===== src/design/idm_pkg.sv =====
package idm_pkg;

    localparam int VALUE_BITS  = 64;
    localparam int RESULT_BITS = 32;
    localparam int CONST_BITS  = 32;
    localparam int HALF_BITS   = VALUE_BITS / 2;
    localparam int SHIFT_W     = 6;
    localparam int INDEX_W     = 2;

    // register indexes of the configuration port
    localparam logic [INDEX_W-1:0] CFG_MODE  = INDEX_W'(0);
    localparam logic [INDEX_W-1:0] CFG_CONST = INDEX_W'(1);

    typedef enum logic [1:0] {
        MODE_MOD = 2'd0,
        MODE_DIV = 2'd1,
        MODE_MUL = 2'd2
    } mode_t;

    // reciprocal of the constant: pow2 also covers a constant of zero
    typedef struct packed {
        logic                  pow2;
        logic [SHIFT_W-1:0]    shift;
        logic [VALUE_BITS-1:0] mult;
    } recip_t;

    // settings seen by the item pipeline
    typedef struct packed {
        mode_t                 mode;
        logic [CONST_BITS-1:0] divisor;
        recip_t                recip;
    } pipe_cfg_t;

endpackage


===== src/design/idm_recip.sv =====
module idm_recip import idm_pkg::*; (
    input  logic                  aclk,
    input  logic                  aresetn,
    input  logic                  const_we,
    input  logic [CONST_BITS-1:0] const_data,
    output recip_t                recip,
    output logic                  busy
);

    localparam int CNT_W = $clog2(VALUE_BITS + 1);

    recip_t                recip_reg;
    logic                  busy_reg;
    logic [CNT_W-1:0]      cnt_reg;
    logic [CONST_BITS-1:0] rem_reg;
    logic [CONST_BITS-1:0] div_reg;
    logic [VALUE_BITS-1:0] quo_reg;

    logic [CONST_BITS-1:0] dm1;
    logic [SHIFT_W-1:0]    width;
    logic                  is_pow2;
    logic [CONST_BITS:0]   rem_start;
    logic [CONST_BITS:0]   r2;
    logic [CONST_BITS:0]   r2_sub;
    logic                  ge;
    logic [VALUE_BITS-1:0] quo_next;

    // bit width of c - 1, i.e. ceil(log2 c)
    always_comb begin
        dm1   = const_data - CONST_BITS'(1);
        width = '0;
        for (int i = 0; i < CONST_BITS; i++) begin
            if (dm1[i]) begin
                width = SHIFT_W'(i + 1);
            end
        end
        is_pow2   = (const_data & dm1) == '0;
        rem_start = ((CONST_BITS+1)'(1) << width) - {1'b0, const_data};
    end

    // one quotient bit of 2^64 * (2^l - c) / c per cycle
    always_comb begin
        r2       = {rem_reg, 1'b0};
        r2_sub   = r2 - {1'b0, div_reg};
        ge       = r2 >= {1'b0, div_reg};
        quo_next = {quo_reg[VALUE_BITS-2:0], ge};
    end

    always_ff @(posedge aclk) begin
        if (!aresetn) begin
            busy_reg        <= 1'b0;
            cnt_reg         <= '0;
            recip_reg.pow2  <= 1'b1;
            recip_reg.shift <= '0;
            recip_reg.mult  <= '0;
        end else if (const_we) begin
            div_reg         <= const_data;
            rem_reg         <= rem_start[CONST_BITS-1:0];
            recip_reg.pow2  <= is_pow2;
            recip_reg.shift <= width;
            recip_reg.mult  <= '0;
            busy_reg        <= !is_pow2;
            cnt_reg         <= CNT_W'(VALUE_BITS);
        end else if (busy_reg) begin
            rem_reg <= ge ? r2_sub[CONST_BITS-1:0] : r2[CONST_BITS-1:0];
            quo_reg <= quo_next;
            cnt_reg <= cnt_reg - CNT_W'(1);
            if (cnt_reg == CNT_W'(1)) begin
                busy_reg       <= 1'b0;
                recip_reg.mult <= quo_next + VALUE_BITS'(1);
            end
        end
    end

    assign recip = recip_reg;
    assign busy  = busy_reg;

endmodule


===== config.mk =====
export PLATFORM = sky130hd
export DESIGN_NAME = idm_recip
export DESIGN_NICKNAME = d
export VERILOG_FILES = /design/src/design/idm_pkg.sv /design/src/design/idm_recip.sv
export SDC_FILE = /design/constraint.sdc
export NUM_CORES = 1
export LEC_CHECK = 0
export ABC_AREA = 1
export BUFFER_PORTS_ARGS = -buffer_cell sky130_fd_sc_hd__buf_4
export CAP_MARGIN = 20
export CORE_UTILIZATION = 61
export CTS_BUF_LIST = sky130_fd_sc_hd__clkbuf_4 sky130_fd_sc_hd__clkbuf_8 sky130_fd_sc_hd__clkbuf_16
export CTS_CLUSTER_DIAMETER = 60
export CTS_CLUSTER_SIZE = 16
export DETAILED_ROUTE_END_ITERATION = 16
export MAX_ROUTING_LAYER = met4
export PLACE_DENSITY = 0.79
export SETUP_SLACK_MARGIN = 0.1
export SYNTH_ARGS = -nofsm -noshare
export SYNTH_HDL_FRONTEND = slang
export SYNTH_SLANG_ARGS = --single-unit
export TNS_END_PERCENT = 10

===== constraint.sdc =====
create_clock -name aclk -period 9.9 [get_ports aclk]
set_clock_uncertainty 0.2 [all_clocks]
set_input_delay 0.99 -clock aclk [delete_from_list [all_inputs] [get_ports aclk]]
set_output_delay 0.99 -clock aclk [all_outputs]
set_load 0.03 [all_outputs]

==> key figures <==
Drt
  – Via count: 11880
  – Met2 WL post-DR: 16050 um
  – Metal-1 WL: 14960 um
  – First-pass DRT Iterations: 6
  – DRC viols: 0
  – Post-route antenna net violation count: 0
  – Drt via density: 5.606
  – Wirelength per Cell: 16.00 um
  – Initial drt markers: 746
  – Met3 routed wirelength: 1796 um
  – Post-Route WL: 33900 um
  – Max Used Layer: met4

GRT
  – Vias in the first global route: 11215
  – First-pass GRT wire length: 54170 um
  – Largest net degree at the start of global routing: 66
  – All-layer global routing usage: 30.96%
  – Antenna violations before repair: 0
  – Grt ovf: 0

Power and ir drop
  – Pleak: 6.936 nW
  – PwrDens: 138.7 nW/um^2
  – VDD IR max: 137.5 uV

Synth
  – Async set-reset flop share out of synthesis: 0%
  – Post-Syn Area: 13570 sq um
  – Seq/Total Area, Yosys: 39.76%
  – Number of synthesized flops with an enable pin: 127
  – Avg Inst Size Synth: 7.866 sq um
  – #FFs+latches synth: 206
  – Synth warn: 0
  – Total nets after synthesis: 1861
  – Count of cell types in the netlist: 56
  – Most used DFF post-synth: edfxtp_1
  – Post-synthesis cell count: 1725

Timing
  – Setup WS post-layout: 1692 ps
  – Hold Violations, Final: 0
  – Share of the clock period used by the worst path: 82.91%
  – Number of endpoints failing setup at the final stage: 0
  – Worst Max-Slew Pin Slew: 841.1 ps
  – Pins Over Slew Limit: 0
  – Slew Limit Headroom: 43.87%
  – RSZ-0062 raised after global routing: no
  – Fin Setup TNS: 0 ps
  – Top achievable clock speed: 0.1218 GHz
  – Min Tclk post-route: 8208 ps

Final layout
  – Fraction of layout instances using a drive strength above 1: 11.20%
  – Area Overhead vs Synth: 13.21%
  – Fillers: 1816
  – # diodes: 0
  – Largest register FFs: 71
  – Layout Nets: 1960
  – Non-filler instance count after layout: 2119

CTS
  – Setup Fix Bufs, Post-CTS: 0
  – CTS root buf: clkbuf_16
  – CTS tree: done
  – Worst-Skew Late Latency: 510 ps
  – CTS Hold Bufs: 0
  – Max Root-Sink Buffers: 3
  – CTS resizes: 0
  – CTS Buf Count: 21
  – CTS Sinks: 206
  – CTS HTree Levels: 1
  – Worst-path clk slew: 70 ps

Setup path
  – Most Frequent Cell on Critical Path: nand2_1
  – CP delay by family, top: simple AND/OR/NAND/NOR gates
  – CP Launch Type: input pin
  – CP Data Required Time: 9960 ps
  – CP arrival: 8270 ps
  – R2r setup slk: 4590 ps
  – Crit Path Max Fanout: 16
  – CP bufs+invs: 5
  – Crit path largest cell delay: 440 ps
  – CP Class: in -> reg
  – CP Capture Type: flip-flop
  – CP max-delay cell: nor3_1

Run
  – Maxcap violations: 0

Floorplan
  – Die width: 151.1 um
  – Die Area: 22840 sq um
  – Row count: 54
  – Initial Util: 62.18%
  – Num ports: 107
  – Core box area: 21820 sq um
  – Die H: 151.1 um

Status
  – Status: finished clean

Placed design
  – Placer Congestion: 0.9227
  – Pre-CTS WS: 1227 ps
  – Post-Place Cells: 2080
  – DP HPWL: 26010 um
  – Port Buffers: 106

Worst hold path
  – Min-Delay Path Class: reg -> reg
-- worst register-to-register path, stage by stage (launching register included) --
cell and delay, ps:
edfxtp_1 410, ha_1 370, inv_1 70, nor3_1 300, inv_1 100, nor3_1 450, nand3_1 230, o2111ai_4 180
ha_1 280, nand3_2 120, nor2_2 150, inv_1 60, nor2_1 150, inv_1 100, nor2_1 90, inv_1 60
nor4_2 280, nand2_1 120, nor2_1 280, nand2_1 100, nor3b_1 360, nand2_1 200, nor3_1 250, xor2_1 100
o21ai_1 120, inv_1 50
-- cells by family (layout without fill, tap and decap cells) --
family | after synthesis | in the layout | share of synthesized area (%)
compound gates | 334 | 334 | 13.82
xor+xnor | 78 | 78 | 5.035
fa+ha+maj | 101 | 101 | 9.424
buf+inv | 316 | 430 | 8.787
flops | 206 | 206 | 39.76
mux | 2 | 2 | 0.1660
simple gates | 688 | 688 | 23.01
-- area by class of cell --
cell class	count	area (sq um)	share of cell area, %
repair buffers	114	875.8	5.701
flip-flops and latches	206	5395	35.12
multi-input cells	1203	7019	45.69
clock buffers	25	561.8	3.657
inverters	278	1044	6.793
clock inverters	13	116.4	0.7575
well taps	280	350.3	2.281
-- metal layers --
metal  up-vias  global-route usage [%]
met4         0                   10.15
met5         -                       -
met3        65                   3.795
li1       6035                       -
met2       350                   51.72
met1      5430                   38.97
-- path summary, 6_finish.rpt --
path                           from                     end  depth (start not counted)
max                   const_data[1]   rem_reg[28]$_DFFE_PP_                         47
min          recip[66]$_SDFFE_PN0P_  recip[66]$_SDFFE_PN0P_                          2
max reg2reg   rem_reg[30]$_DFFE_PP_  recip[62]$_SDFFE_PP0P_                         25
min reg2reg  recip[66]$_SDFFE_PN0P_  recip[66]$_SDFFE_PN0P_                          2
-- report_power, final --
part           switching (mW)  internal [mW]
sequential             0.0210          0.951
combinational           0.239          0.136
clock                   0.364          0.420
total                   0.624           1.51
-- layout by cell type (no fill, tap or decap), types with 21 or more instances in the layout --
master	n
a21oi_1	119
buf_4	113
clkbuf_16	21
dfxtp_1	79
edfxtp_1	127
ha_1	99
inv_1	275
nand2_1	247
nand3_1	56
nand4_1	38
nor2_1	221
nor3_1	49
nor4_1	27
o21ai_0	136
xnor2_1	29
xor2_1	49
-- synthesized netlist by cell type, types with 5 or more instances --
library cell	count	area (sq um)
nor2_1	224	840.8
a31oi_1	9	56.30
edfxtp_1	127	3814
o211ai_1	16	120.1
dfxtp_1	79	1582
nor2_4	5	56.30
nand4_1	38	237.7
o21ai_0	136	680.7
clkbuf_1	29	108.9
nand3b_1	5	37.54
o21ai_1	11	55.05
buf_1	6	22.52
nand3_1	56	280.3
xnor2_1	29	254.0
ha_1	99	1239
nand2_2	5	31.28
o221ai_1	10	87.58
xor2_1	49	429.2
o21ai_2	5	43.79
or2_2	7	43.79
o21a_1	6	45.04
nor3_1	49	245.2
a21oi_1	120	600.6
nand3_2	6	60.06
nand2_1	247	927.1
inv_1	275	1032
nor4_1	27	168.9
-- metrics by stage --
| stage | util, % | instance area [sq um] | power, mW | hold slack, ps |
|---|---|---|---|---|
| floorplan | - | 13570 | 1.258 | 226.4 |
| global placement | 67.16 | 14660 | 1.351 | 232.0 |
| detailed placement | 67.16 | 14660 | 1.360 | 245.6 |
| CTS | 70.27 | 15330 | 2.143 | 270.8 |
| global route | 70.39 | 15360 | 2.222 | 288.1 |
| finish | 70.39 | 15360 | 2.131 | 269.3 |
(Power assumes the default switching activity.)
